### config.mk
export PLATFORM = sky130hd
export DESIGN_NAME = status_led_ws2812_driver
export DESIGN_NICKNAME = d
export VERILOG_FILES = /design/src/sld_pkg.sv /design/src/status_led_ws2812_driver.sv /design/src/sld_front.sv /design/src/sld_queue.sv /design/src/sld_back.sv
export VERILOG_INCLUDE_DIRS = /design/src /design/src/src
export SDC_FILE = /design/constraint.sdc
export NUM_CORES = 1
export LEC_CHECK = 0
export BUFFER_PORTS_ARGS = -buffer_cell sky130_fd_sc_hd__buf_2
export CAP_MARGIN = 20
export CELL_PAD_IN_SITES_DETAIL_PLACEMENT = 1
export CELL_PAD_IN_SITES_GLOBAL_PLACEMENT = 1
export CORE_MARGIN = 4
export CORE_UTILIZATION = 30
export CTS_CLUSTER_DIAMETER = 80
export DETAILED_ROUTE_END_ITERATION = 8
export GPL_ROUTABILITY_DRIVEN = 1
export GPL_TIMING_DRIVEN = 1
export PLACE_DENSITY = 0.56
export SYNTH_ARGS = -nofsm -noshare
export SYNTH_HDL_FRONTEND = slang
export SYNTH_SLANG_ARGS = --single-unit
### constraint.sdc
create_clock -name clk_i -period 7.59 [get_ports clk_i]
set_clock_uncertainty 0.2 [all_clocks]
set_input_delay 1.8975 -clock clk_i [delete_from_list [all_inputs] [get_ports clk_i]]
set_output_delay 1.8975 -clock clk_i [all_outputs]
set_load 0.01 [all_outputs]
### src/status_led_ws2812_driver_assert.svh
// ----------------------------------------------------------------------------
// Status LED WS2812 driver assertion macros
// Concurrent assertion helpers, compiled out when SYNTH is defined.
// ----------------------------------------------------------------------------
`ifndef STATUS_LED_WS2812_DRIVER_ASSERT_SVH
`define STATUS_LED_WS2812_DRIVER_ASSERT_SVH

`ifndef SYNTH
// Property that must hold at every edge outside reset.
`define SLD_ASSERT(lbl, clk, rstn, prop) \
  lbl: assert property (@(posedge clk) disable iff (!rstn) (prop)) \
    else $error("sld assertion failed");
// Condition in one cycle implies a property in the next one.
`define SLD_ASSERT_NEXT(lbl, clk, rstn, pre, post) \
  lbl: assert property (@(posedge clk) disable iff (!rstn) (pre) |=> (post)) \
    else $error("sld assertion failed");
`else
`define SLD_ASSERT(lbl, clk, rstn, prop)
`define SLD_ASSERT_NEXT(lbl, clk, rstn, pre, post)
`endif

`endif

### src/sld_pkg.sv
// ----------------------------------------------------------------------------
// Status LED driver package
// Shared types, constants and helper functions for the WS2812 status driver.
// ----------------------------------------------------------------------------
package sld_pkg;

  localparam int FRAME_BITS = 24;
  localparam int BL_W       = $clog2(FRAME_BITS + 1);
  localparam int COLOR_W    = 24;
  localparam int BLINK_W    = 26;
  localparam int CNT_W      = 16;
  localparam int CFG_IDX_W  = 3;
  localparam int CFG_DATA_W = 26;
  localparam int QDEPTH     = 2;
  localparam int QPTR_W     = $clog2(QDEPTH);
  localparam int QCNT_W     = $clog2(QDEPTH + 1);

  localparam logic [BLINK_W-1:0] BLINK_MAX = {BLINK_W{1'b1}};

  typedef logic [FRAME_BITS-1:0] frame_t;
  typedef logic [COLOR_W-1:0]    color_t;

  typedef enum logic [1:0] {
    OP_TICK   = 2'd0,
    OP_STATUS = 2'd1,
    OP_BLINK  = 2'd2,
    OP_RSVD   = 2'd3
  } op_e;

  typedef enum logic [1:0] {
    ST_OFF        = 2'd0,
    ST_CONNECTING = 2'd1,
    ST_CONNECTED  = 2'd2,
    ST_ERROR      = 2'd3
  } status_e;

  typedef enum logic [CFG_IDX_W-1:0] {
    CFG_CONNECTING = 3'd0,
    CFG_CONNECTED  = 3'd1,
    CFG_ERROR      = 3'd2,
    CFG_CTRL_BLINK = 3'd3,
    CFG_BLINK_TCK  = 3'd4,
    CFG_SHORT_TCK  = 3'd5,
    CFG_LONG_TCK   = 3'd6,
    CFG_LATCH_TCK  = 3'd7
  } cfg_idx_e;

  typedef enum logic [1:0] {
    PH_IDLE  = 2'd0,
    PH_HIGH  = 2'd1,
    PH_LOW   = 2'd2,
    PH_LATCH = 2'd3
  } wave_phase_e;

  typedef struct packed {
    color_t               connecting_color;
    color_t               connected_color;
    color_t               error_color;
    color_t               control_blink_color;
    logic [BLINK_W-1:0]   blink_ticks;
    logic [7:0]           short_ticks;
    logic [7:0]           long_ticks;
    logic [CNT_W-1:0]     latch_ticks;
  } cfg_t;

  // One classified item handed from the front to the serializer.
  typedef struct packed {
    logic   req;
    color_t color;
    logic   blink;
  } sld_cmd_t;

  function automatic color_t status_color(input cfg_t cfg, input status_e st);
    color_t c;
    unique case (st)
      ST_CONNECTING: c = cfg.connecting_color;
      ST_CONNECTED:  c = cfg.connected_color;
      ST_ERROR:      c = cfg.error_color;
      default:       c = '0;
    endcase
    return c;
  endfunction

  // Zero durations count as one tick.
  function automatic logic [CNT_W-1:0] at_least_one(input logic [CNT_W-1:0] v);
    return (v == '0) ? CNT_W'(1) : v;
  endfunction

endpackage

### src/status_led_ws2812_driver.sv
// ----------------------------------------------------------------------------
// Status LED WS2812 driver
// Status and blink controller that serializes GRB frames for one pixel.
// ----------------------------------------------------------------------------
// Usage:
//   Input channel (in_valid_i/in_ready_o) takes one item per waveform tick:
//   a plain tick, a status change or a blink request. Every accepted item
//   yields exactly one result on the output channel (out_valid_o/out_ready_i)
//   that gives the line level, frame busy flag and blink flag for that tick.
//   Each item is written into the queue, then its result into the output
//   register; throughput is one item per cycle while the receiver keeps up.
//   The front end runs the status and blink timer, a two-entry queue carries
//   classified items to the serializer, which owns the one-entry request slot
//   (latest request wins) and the bit waveform of each frame.
//   When the receiver stalls, the output register holds its result; the
//   queue keeps taking items until it has two waiting, then in_ready_o drops.
//   Reset clears status to off, ends any blink, idles the line and loads the
//   default colors and timings. Write configuration through cfg_we_i,
//   cfg_idx_i and cfg_wdata_i only while no transfer is in flight.
// ----------------------------------------------------------------------------
module status_led_ws2812_driver (
  input  logic                               clk_i,
  input  logic                               rst_ni,
  input  logic                               cfg_we_i,
  input  logic [sld_pkg::CFG_IDX_W-1:0]      cfg_idx_i,
  input  logic [sld_pkg::CFG_DATA_W-1:0]     cfg_wdata_i,
  input  logic                               in_valid_i,
  output logic                               in_ready_o,
  input  logic [1:0]                         opcode_i,
  input  logic [1:0]                         status_value_i,
  input  logic                               blink_kind_i,
  output logic                               out_valid_o,
  input  logic                               out_ready_i,
  output logic                               line_level_o,
  output logic                               frame_busy_o,
  output logic                               blink_active_o
);
  import sld_pkg::*;

  cfg_t     cfg_q;
  sld_cmd_t front_cmd, back_cmd;
  logic     front_valid, front_ready;
  logic     back_valid, back_ready;

  // Configuration registers; a write takes effect the cycle after it, no read-back.
  always_ff @(posedge clk_i or negedge rst_ni) begin
    if (!rst_ni) begin
      cfg_q.connecting_color    <= COLOR_W'(8453888);
      cfg_q.connected_color     <= COLOR_W'(16711680);
      cfg_q.error_color         <= COLOR_W'(65280);
      cfg_q.control_blink_color <= COLOR_W'(255);
      cfg_q.blink_ticks         <= BLINK_W'(1000000);
      cfg_q.short_ticks         <= 8'd3;
      cfg_q.long_ticks          <= 8'd9;
      cfg_q.latch_ticks         <= CNT_W'(500);
    end else if (cfg_we_i) begin
      unique case (cfg_idx_e'(cfg_idx_i))
        CFG_CONNECTING: cfg_q.connecting_color    <= cfg_wdata_i[COLOR_W-1:0];
        CFG_CONNECTED:  cfg_q.connected_color     <= cfg_wdata_i[COLOR_W-1:0];
        CFG_ERROR:      cfg_q.error_color         <= cfg_wdata_i[COLOR_W-1:0];
        CFG_CTRL_BLINK: cfg_q.control_blink_color <= cfg_wdata_i[COLOR_W-1:0];
        CFG_BLINK_TCK:  cfg_q.blink_ticks         <= cfg_wdata_i[BLINK_W-1:0];
        CFG_SHORT_TCK:  cfg_q.short_ticks         <= cfg_wdata_i[7:0];
        CFG_LONG_TCK:   cfg_q.long_ticks          <= cfg_wdata_i[7:0];
        CFG_LATCH_TCK:  cfg_q.latch_ticks         <= cfg_wdata_i[CNT_W-1:0];
        default: ;
      endcase
    end
  end

  // Front end: classify each item and advance the blink timer.
  sld_front u_front (
    .clk_i          (clk_i),
    .rst_ni         (rst_ni),
    .cfg_i          (cfg_q),
    .in_valid_i     (in_valid_i),
    .in_ready_o     (in_ready_o),
    .opcode_i       (opcode_i),
    .status_value_i (status_value_i),
    .blink_kind_i   (blink_kind_i),
    .cmd_valid_o    (front_valid),
    .cmd_ready_i    (front_ready),
    .cmd_o          (front_cmd)
  );

  // Decouple front and serializer so each side can stall on its own.
  sld_queue u_queue (
    .clk_i        (clk_i),
    .rst_ni       (rst_ni),
    .push_valid_i (front_valid),
    .push_ready_o (front_ready),
    .push_data_i  (front_cmd),
    .pop_valid_o  (back_valid),
    .pop_ready_i  (back_ready),
    .pop_data_o   (back_cmd)
  );

  // Serializer: one waveform tick per item, result held in an output register.
  sld_back u_back (
    .clk_i          (clk_i),
    .rst_ni         (rst_ni),
    .cfg_i          (cfg_q),
    .cmd_valid_i    (back_valid),
    .cmd_ready_o    (back_ready),
    .cmd_i          (back_cmd),
    .out_valid_o    (out_valid_o),
    .out_ready_i    (out_ready_i),
    .line_level_o   (line_level_o),
    .frame_busy_o   (frame_busy_o),
    .blink_active_o (blink_active_o)
  );

endmodule

### src/sld_front.sv
// ----------------------------------------------------------------------------
// Status LED driver front end
// Accept items, apply status and blink commands, run the blink timer.
// ----------------------------------------------------------------------------
module sld_front (
  input  logic             clk_i,
  input  logic             rst_ni,
  input  sld_pkg::cfg_t    cfg_i,
  input  logic             in_valid_i,
  output logic             in_ready_o,
  input  logic [1:0]       opcode_i,
  input  logic [1:0]       status_value_i,
  input  logic             blink_kind_i,
  output logic             cmd_valid_o,
  input  logic             cmd_ready_i,
  output sld_pkg::sld_cmd_t cmd_o
);
  import sld_pkg::*;

  status_e             status_q, status_d;
  logic                blink_q, blink_d;
  logic [BLINK_W-1:0]  elapsed_q, elapsed_d;
  logic [BLINK_W-1:0]  elapsed_inc;
  logic                req;
  color_t              req_color;
  op_e                 op;
  logic                accept;

  assign op          = op_e'(opcode_i);
  assign in_ready_o  = cmd_ready_i;
  assign cmd_valid_o = in_valid_i;
  assign accept      = in_valid_i & cmd_ready_i;

  always_comb begin
    status_d    = status_q;
    blink_d     = blink_q;
    elapsed_d   = elapsed_q;
    req         = 1'b0;
    req_color   = '0;
    elapsed_inc = (elapsed_q != BLINK_MAX) ? elapsed_q + 1'b1 : elapsed_q;
    unique case (op)
      OP_STATUS: begin
        status_d = status_e'(status_value_i);
        if (!blink_q) begin
          req       = 1'b1;
          req_color = status_color(cfg_i, status_e'(status_value_i));
        end
      end
      OP_BLINK: begin
        blink_d   = 1'b1;
        elapsed_d = '0;
        req       = 1'b1;
        req_color = blink_kind_i ? cfg_i.connecting_color : cfg_i.control_blink_color;
      end
      default: ;
    endcase
    // Advance the blink timer; end the blink once it reaches its length.
    if (blink_q && (op != OP_BLINK)) begin
      elapsed_d = elapsed_inc;
      if (elapsed_inc >= cfg_i.blink_ticks) begin
        blink_d   = 1'b0;
        req       = 1'b1;
        req_color = status_color(cfg_i, status_d);
      end
    end
  end

  assign cmd_o.req   = req;
  assign cmd_o.color = req_color;
  assign cmd_o.blink = blink_d;

  always_ff @(posedge clk_i or negedge rst_ni) begin
    if (!rst_ni) begin
      status_q  <= ST_OFF;
      blink_q   <= 1'b0;
      elapsed_q <= '0;
    end else if (accept) begin
      status_q  <= status_d;
      blink_q   <= blink_d;
      elapsed_q <= elapsed_d;
    end
  end

endmodule

### src/sld_queue.sv
// ----------------------------------------------------------------------------
// Status LED driver command queue
// Short FIFO between the front end and the serializer.
// ----------------------------------------------------------------------------
`include "status_led_ws2812_driver_assert.svh"

module sld_queue (
  input  logic              clk_i,
  input  logic              rst_ni,
  input  logic              push_valid_i,
  output logic              push_ready_o,
  input  sld_pkg::sld_cmd_t push_data_i,
  output logic              pop_valid_o,
  input  logic              pop_ready_i,
  output sld_pkg::sld_cmd_t pop_data_o
);
  import sld_pkg::*;

  sld_cmd_t            mem_q [QDEPTH];
  logic [QPTR_W-1:0]   head_q, tail_q;
  logic [QCNT_W-1:0]   cnt_q;
  logic                push, pop;

  assign push_ready_o = (cnt_q != QCNT_W'(QDEPTH));
  assign pop_valid_o  = (cnt_q != '0);
  assign push         = push_valid_i & push_ready_o;
  assign pop          = pop_valid_o & pop_ready_i;
  assign pop_data_o   = mem_q[head_q];

  always_ff @(posedge clk_i) begin
    if (push) begin
      mem_q[tail_q] <= push_data_i;
    end
  end

  always_ff @(posedge clk_i or negedge rst_ni) begin
    if (!rst_ni) begin
      head_q <= '0;
      tail_q <= '0;
      cnt_q  <= '0;
    end else begin
      if (push) begin
        tail_q <= (tail_q == QPTR_W'(QDEPTH - 1)) ? '0 : tail_q + 1'b1;
      end
      if (pop) begin
        head_q <= (head_q == QPTR_W'(QDEPTH - 1)) ? '0 : head_q + 1'b1;
      end
      if (push && !pop) begin
        cnt_q <= cnt_q + 1'b1;
      end else if (pop && !push) begin
        cnt_q <= cnt_q - 1'b1;
      end
    end
  end

  `SLD_ASSERT(a_cnt_range, clk_i, rst_ni, cnt_q <= QCNT_W'(QDEPTH))
  `SLD_ASSERT_NEXT(a_cnt_up, clk_i, rst_ni, push && !pop, cnt_q == $past(cnt_q) + 1'b1)

endmodule

### src/sld_back.sv
// ----------------------------------------------------------------------------
// Status LED driver serializer
// Hold the pending color slot, shape the WS2812 waveform, register results.
// ----------------------------------------------------------------------------
`include "status_led_ws2812_driver_assert.svh"

module sld_back (
  input  logic              clk_i,
  input  logic              rst_ni,
  input  sld_pkg::cfg_t     cfg_i,
  input  logic              cmd_valid_i,
  output logic              cmd_ready_o,
  input  sld_pkg::sld_cmd_t cmd_i,
  output logic              out_valid_o,
  input  logic              out_ready_i,
  output logic              line_level_o,
  output logic              frame_busy_o,
  output logic              blink_active_o
);
  import sld_pkg::*;

  wave_phase_e        phase_q, phase_d, phase_eff;
  frame_t             shift_q, shift_d, shift_eff;
  logic [BL_W-1:0]    bl_q, bl_d, bl_eff, bl_dec;
  logic [CNT_W-1:0]   cnt_q, cnt_d, cnt_eff, cnt_dec;
  logic               pend_q, pend_d, pend_eff;
  color_t             pcol_q, pcol_d;
  logic               load, pop;
  logic [CNT_W-1:0]   short_len, long_len, latch_len;
  logic               level, busy;
  logic               out_valid_q, line_level_q, frame_busy_q, blink_active_q;

  assign short_len = at_least_one(CNT_W'(cfg_i.short_ticks));
  assign long_len  = at_least_one(CNT_W'(cfg_i.long_ticks));
  assign latch_len = at_least_one(cfg_i.latch_ticks);

  assign cmd_ready_o = !out_valid_q || out_ready_i;
  assign pop         = cmd_valid_i && cmd_ready_o;

  // Next state: pending slot, frame load, then one waveform tick.
  always_comb begin
    pend_eff  = pend_q | cmd_i.req;
    pcol_d    = cmd_i.req ? cmd_i.color : pcol_q;
    load      = (phase_q == PH_IDLE) && pend_eff;
    pend_d    = load ? 1'b0 : pend_eff;
    phase_eff = load ? PH_HIGH : phase_q;
    shift_eff = load ? frame_t'(pcol_d) : shift_q;
    bl_eff    = load ? BL_W'(FRAME_BITS) : bl_q;
    cnt_eff   = load ? (shift_eff[FRAME_BITS-1] ? long_len : short_len) : cnt_q;
    cnt_dec   = (cnt_eff != '0) ? cnt_eff - 1'b1 : cnt_eff;
    bl_dec    = (bl_eff != '0) ? bl_eff - 1'b1 : bl_eff;
    phase_d   = phase_eff;
    shift_d   = shift_eff;
    bl_d      = bl_eff;
    cnt_d     = cnt_dec;
    if (cnt_dec == '0) begin
      unique case (phase_eff)
        PH_HIGH: begin
          phase_d = PH_LOW;
          cnt_d   = shift_eff[FRAME_BITS-1] ? short_len : long_len;
        end
        PH_LOW: begin
          bl_d = bl_dec;
          if (bl_dec != '0) begin
            phase_d = PH_HIGH;
            shift_d = shift_eff << 1;
            cnt_d   = shift_eff[FRAME_BITS-2] ? long_len : short_len;
          end else begin
            phase_d = PH_LATCH;
            cnt_d   = latch_len;
          end
        end
        PH_LATCH: phase_d = PH_IDLE;
        default:  phase_d = PH_IDLE;
      endcase
    end
  end

  // Outputs of this tick.
  always_comb begin
    level = (phase_eff == PH_HIGH);
    busy  = (phase_eff != PH_IDLE);
  end

  always_ff @(posedge clk_i or negedge rst_ni) begin
    if (!rst_ni) begin
      phase_q <= PH_IDLE;
      shift_q <= '0;
      bl_q    <= '0;
      cnt_q   <= '0;
      pend_q  <= 1'b0;
      pcol_q  <= '0;
    end else if (pop) begin
      phase_q <= phase_d;
      shift_q <= shift_d;
      bl_q    <= bl_d;
      cnt_q   <= cnt_d;
      pend_q  <= pend_d;
      pcol_q  <= pcol_d;
    end
  end

  always_ff @(posedge clk_i or negedge rst_ni) begin
    if (!rst_ni) begin
      out_valid_q <= 1'b0;
    end else if (cmd_ready_o) begin
      out_valid_q <= cmd_valid_i;
    end
  end

  always_ff @(posedge clk_i) begin
    if (pop) begin
      line_level_q   <= level;
      frame_busy_q   <= busy;
      blink_active_q <= cmd_i.blink;
    end
  end

  assign out_valid_o    = out_valid_q;
  assign line_level_o   = line_level_q;
  assign frame_busy_o   = frame_busy_q;
  assign blink_active_o = blink_active_q;

  `SLD_ASSERT(a_cnt_live, clk_i, rst_ni, (phase_q == PH_IDLE) || (cnt_q != '0))
  `SLD_ASSERT(a_bits_left, clk_i, rst_ni, (bl_q != '0) || (phase_q == PH_IDLE) || (phase_q == PH_LATCH))
  `SLD_ASSERT(a_idle_low, clk_i, rst_ni, !out_valid_q || frame_busy_q || !line_level_q)

endmodule
==> results.toml <==
[grt]
grt_usage_pct = 17.1
grt_overflow = 0
grt_max_degree = 118
antenna_found_initial = 2
grt_pass1_wl_um = 82200
grt_pass1_vias = 13800

[floorplan]
initial_core_util_pct = 30.4
dieArea_mm2 = 0.0613
floorplan.io_pins = 44
die_w_um = 248
die-height_um = 248
core_area_mm2 = 0.0566
num_rows = 87

[power_and_ir_drop]
p_seq_share_pct = 38.4
clkPwrFrac_pct = 29.8
power_mw = 6.59
p_sw_share_pct = 36.2
p_int_mw = 4.20
power.density_mw_per_mm2 = 335
comb_power_share_pct = 31.7
p_switching_mw = 2.38
p_leak_nw = 8.10
ir_drop_mv = 0.225

[critical_path]
arrival_ps = 6470
crit_required_ps = 7840
slowest_delay_ps = 760
cp-start-kind = "register"
worstPathCellList = "mux2_4 > o21ai_4 > nor2_1 > a21oi_1 > ha_1 > nand4_1 > o2bb2ai_2 > or3b_1 > nor2_1 > o21ai_0 > or4_1 > nor4_2 > nand3_1 > o211ai_1"
endpoint_kind = "register"
cpMaxStageDelayCell = "nand3_1"
crit_type = "register to register"
crit_top_cell = "nor2_1"
worst-path-max-fanout = 50

[cts]
post-cts-setup-buffers = 0
cts_tree = "yes"
cts_resized = 0
cts_buffers = 39
clk_pin_slew_ps = 60
cts.path.max_buffers = 3
cts_hold_buf = 0
clk_latency_ps = 560
h-tree-depth = 2
cts.sinks = 315
cts_root_buffer = "clkbuf_16"

[final_layout]
final.fill_count = 6440
area.growth.synth_to_final_pct = 14.1
nets = 1867
num_antenna_cells = 0
finalNonFillerCells = 2582
seq_area_mm2 = 0.00822
multi_input_area_mm2 = 0.00849
drive_gt1_share_pct = 21.9

[synth]
synth_ff_type = "dfrtp_1"
syn_avg_cell_area_um2 = 9.66
yosysWarningCount = 0
yosysSeqAreaShare_pct = 47.7
syn-cell-area_mm2 = 0.0172
synth_edf_count = 55
synth_cells = 1784
synth_nets = 1856
async_flop_share_pct = 82.5
synth_cell_types = 68
ys_ff_latch = 315

[timing]
timing.fmax_mhz = 161
fin_crit_ps = 6210
maxSlewViolCount = 0
fin_crit_sh_pct = 81.9
setup_viol = 0
tns_ps = 0
rsz0062_at_grt = "no"
worstMarginPinSlew_ps = 1010
max_slew_margin_pct = 32.1
hold_viol = 0

[routing]
post-route-drc-count = 0
drt_iter0_drc = 620
drt-total-wl_um = 52800
num_vias = 13400
dr.pass1.iters = 5
ant_nets = 0
wl_per_cell_um = 20.5
vias_per_cell = 5.17

[placed_design]
dp.cells = 2510
portBuffers = 43
place_congestion = 0.852
dp_hpwl_um = 35300

[job]
cap_violations = 0

[run_status]
status = "complete, no violations"

[min_path]
hold_class = "register to register"
## cells by family after synthesis
family          after synthesis  share of synthesized area (%)
flops                       315                           47.7
simple gates                605                           15.5
buf+inv                     154                           3.41
mux                         233                           15.1
compound gates              411                           14.2
fa+ha+maj                    33                           2.40
xor+xnor                     33                           1.68
## stage by stage
stage	hold WS [ps]	cell area, µm²	setup WS, ps	utilization (%)
2_1_floorplan	249	17200	2310	-
3_3_place_gp	278	18300	1530	32.4
3_5_place_dp	286	18300	1340	32.4
4_1_cts	301	19700	1340	34.7
5_1_grt	319	19700	912	34.7
6_report	296	19700	1380	34.7
## routing by layer
metal  global-route usage, %  routed length, µm  vias to the layer above
li1                        -                  -                     6359
met1                    23.9              25500                     6760
met2                    28.0              24700                      170
met3                    2.50               1710                       62
met4                    4.05                921                        4
met5                       0                 27                        -
## layout make-up
| type | count | area share (%) |
|---|---|---|
| flip-flops and latches | 315 | 41.8 |
| inverters | 47 | 0.897 |
| clock buffers | 56 | 5.65 |
| well taps | 756 | 4.81 |
| multi-input cells | 1315 | 43.2 |
| repair buffers | 77 | 2.51 |
| clock inverters | 16 | 1.16 |
## synth_stat cells (3+ instances only)
cell / n / share of area (%)
a21o_1: 10 / 0.44
a21oi_1: 144 / 4.2
a222oi_1: 7 / 0.41
a22o_1: 12 / 0.61
a22oi_1: 25 / 1.1
a31oi_1: 11 / 0.40
a32oi_1: 4 / 0.20
and2_1: 6 / 0.22
and3_1: 15 / 0.54
and4_1: 3 / 0.15
buf_1: 11 / 0.24
buf_2: 5 / 0.15
clkbuf_1: 90 / 2.0
dfrtp_1: 210 / 30
dfstp_2: 50 / 7.6
edfxtp_1: 55 / 9.6
ha_1: 33 / 2.4
inv_1: 47 / 1.0
mux2_2: 184 / 12
mux2i_1: 44 / 2.6
mux2i_4: 3 / 0.39
nand2_1: 283 / 6.2
nand2b_1: 15 / 0.54
nand3_1: 36 / 1.0
nand3b_1: 3 / 0.13
nand4_1: 14 / 0.51
nand4b_1: 3 / 0.15
nor2_1: 165 / 3.6
nor2b_1: 6 / 0.22
nor3_1: 17 / 0.49
nor3b_1: 6 / 0.26
nor4_1: 14 / 0.51
o211ai_1: 24 / 1.0
o21a_1: 9 / 0.39
o21ai_0: 114 / 3.3
o21ai_1: 21 / 0.61
o31ai_1: 11 / 0.48
or2_2: 3 / 0.11
or3_1: 3 / 0.11
or4_1: 5 / 0.22
xnor2_1: 17 / 0.86
xor2_1: 16 / 0.81
## registers in the layout (all words and copies together), names as in the netlist
| name | cells |
|---|---|
| u_front.blink_q | 1 |
| u_back.pend_q | 1 |
| u_back.cnt_q | 16 |
| u_queue.tail_q | 1 |
| u_back.bl_q | 5 |
| u_front.status_q | 2 |
| u_queue.cnt_q | 2 |
| u_back.shift_q | 24 |
| cfg_q | 154 |
| u_back.phase_q | 2 |
| u_back.line_level_o | 1 |
| u_queue.head_q | 1 |
| u_queue.mem_q | 52 |
| u_back.pcol_q | 24 |
| u_back.frame_busy_o | 1 |
| u_back.out_valid_o | 1 |
| u_back.blink_active_o | 1 |
| u_front.elapsed_q | 26 |
## worst max-delay path: cells and delay by family (launching register included)
| kind | cells | cell delay [ps] |
|---|---|---|
| AO/OA/AOI/OAI | 5 | 1650 |
| adder cells (fa/ha/maj) | 1 | 350 |
| flip-flops | 1 | 740 |
| multiplexers | 1 | 530 |
| AND/OR/NAND/NOR | 7 | 2580 |
## power groups by stage
stage               logic [mW]  registers (mW)  clock network (mW)
floorplan                 1.55            2.43                   0
global placement          2.04            2.54                   0
finish                    2.09            2.53                1.96
detailed placement        2.10            2.56                   0
CTS                       2.11            2.53                2.03
global route              2.34            2.59                2.10
## placed cells by master, fill, tap and decap left out, drive strengths merged, types with 12 or more instances in the layout
cell type,Yosys,final
clkbuf,90,56
inv,47,48
o21ai,136,136
dfrtp,210,210
ha,33,33
a22o,12,12
nor3,18,18
mux2,186,186
and3,15,15
a22oi,25,25
xor2,16,16
a21oi,144,144
buf,17,77
dfstp,50,50
nor4,15,15
o211ai,24,24
nand2,283,283
nand4,14,14
edfxtp,55,55
nand3,36,36
nand2b,15,15
nor2,165,165
xnor2,17,17
mux2i,47,47
## final timing paths
kind / startpoint / end / slack [ps] / depth (start not counted)
worst max-delay path: u_queue.head_q / u_back.shift_q[9] / 1380 / 14
worst min-delay path: u_back.shift_q[7] / u_back.shift_q[7] / 300 / 2
worst max register to register: u_queue.head_q / u_back.shift_q[9] / 1380 / 14
worst min register to register: u_back.shift_q[7] / u_back.shift_q[7] / 300 / 2
max in group asynchronous: rst_ni / cfg_q[137] / 4770 / 2
min in group asynchronous: rst_ni / u_back.bl_q[0] / 1160 / 1
Power figures use the tool's default switching activity.
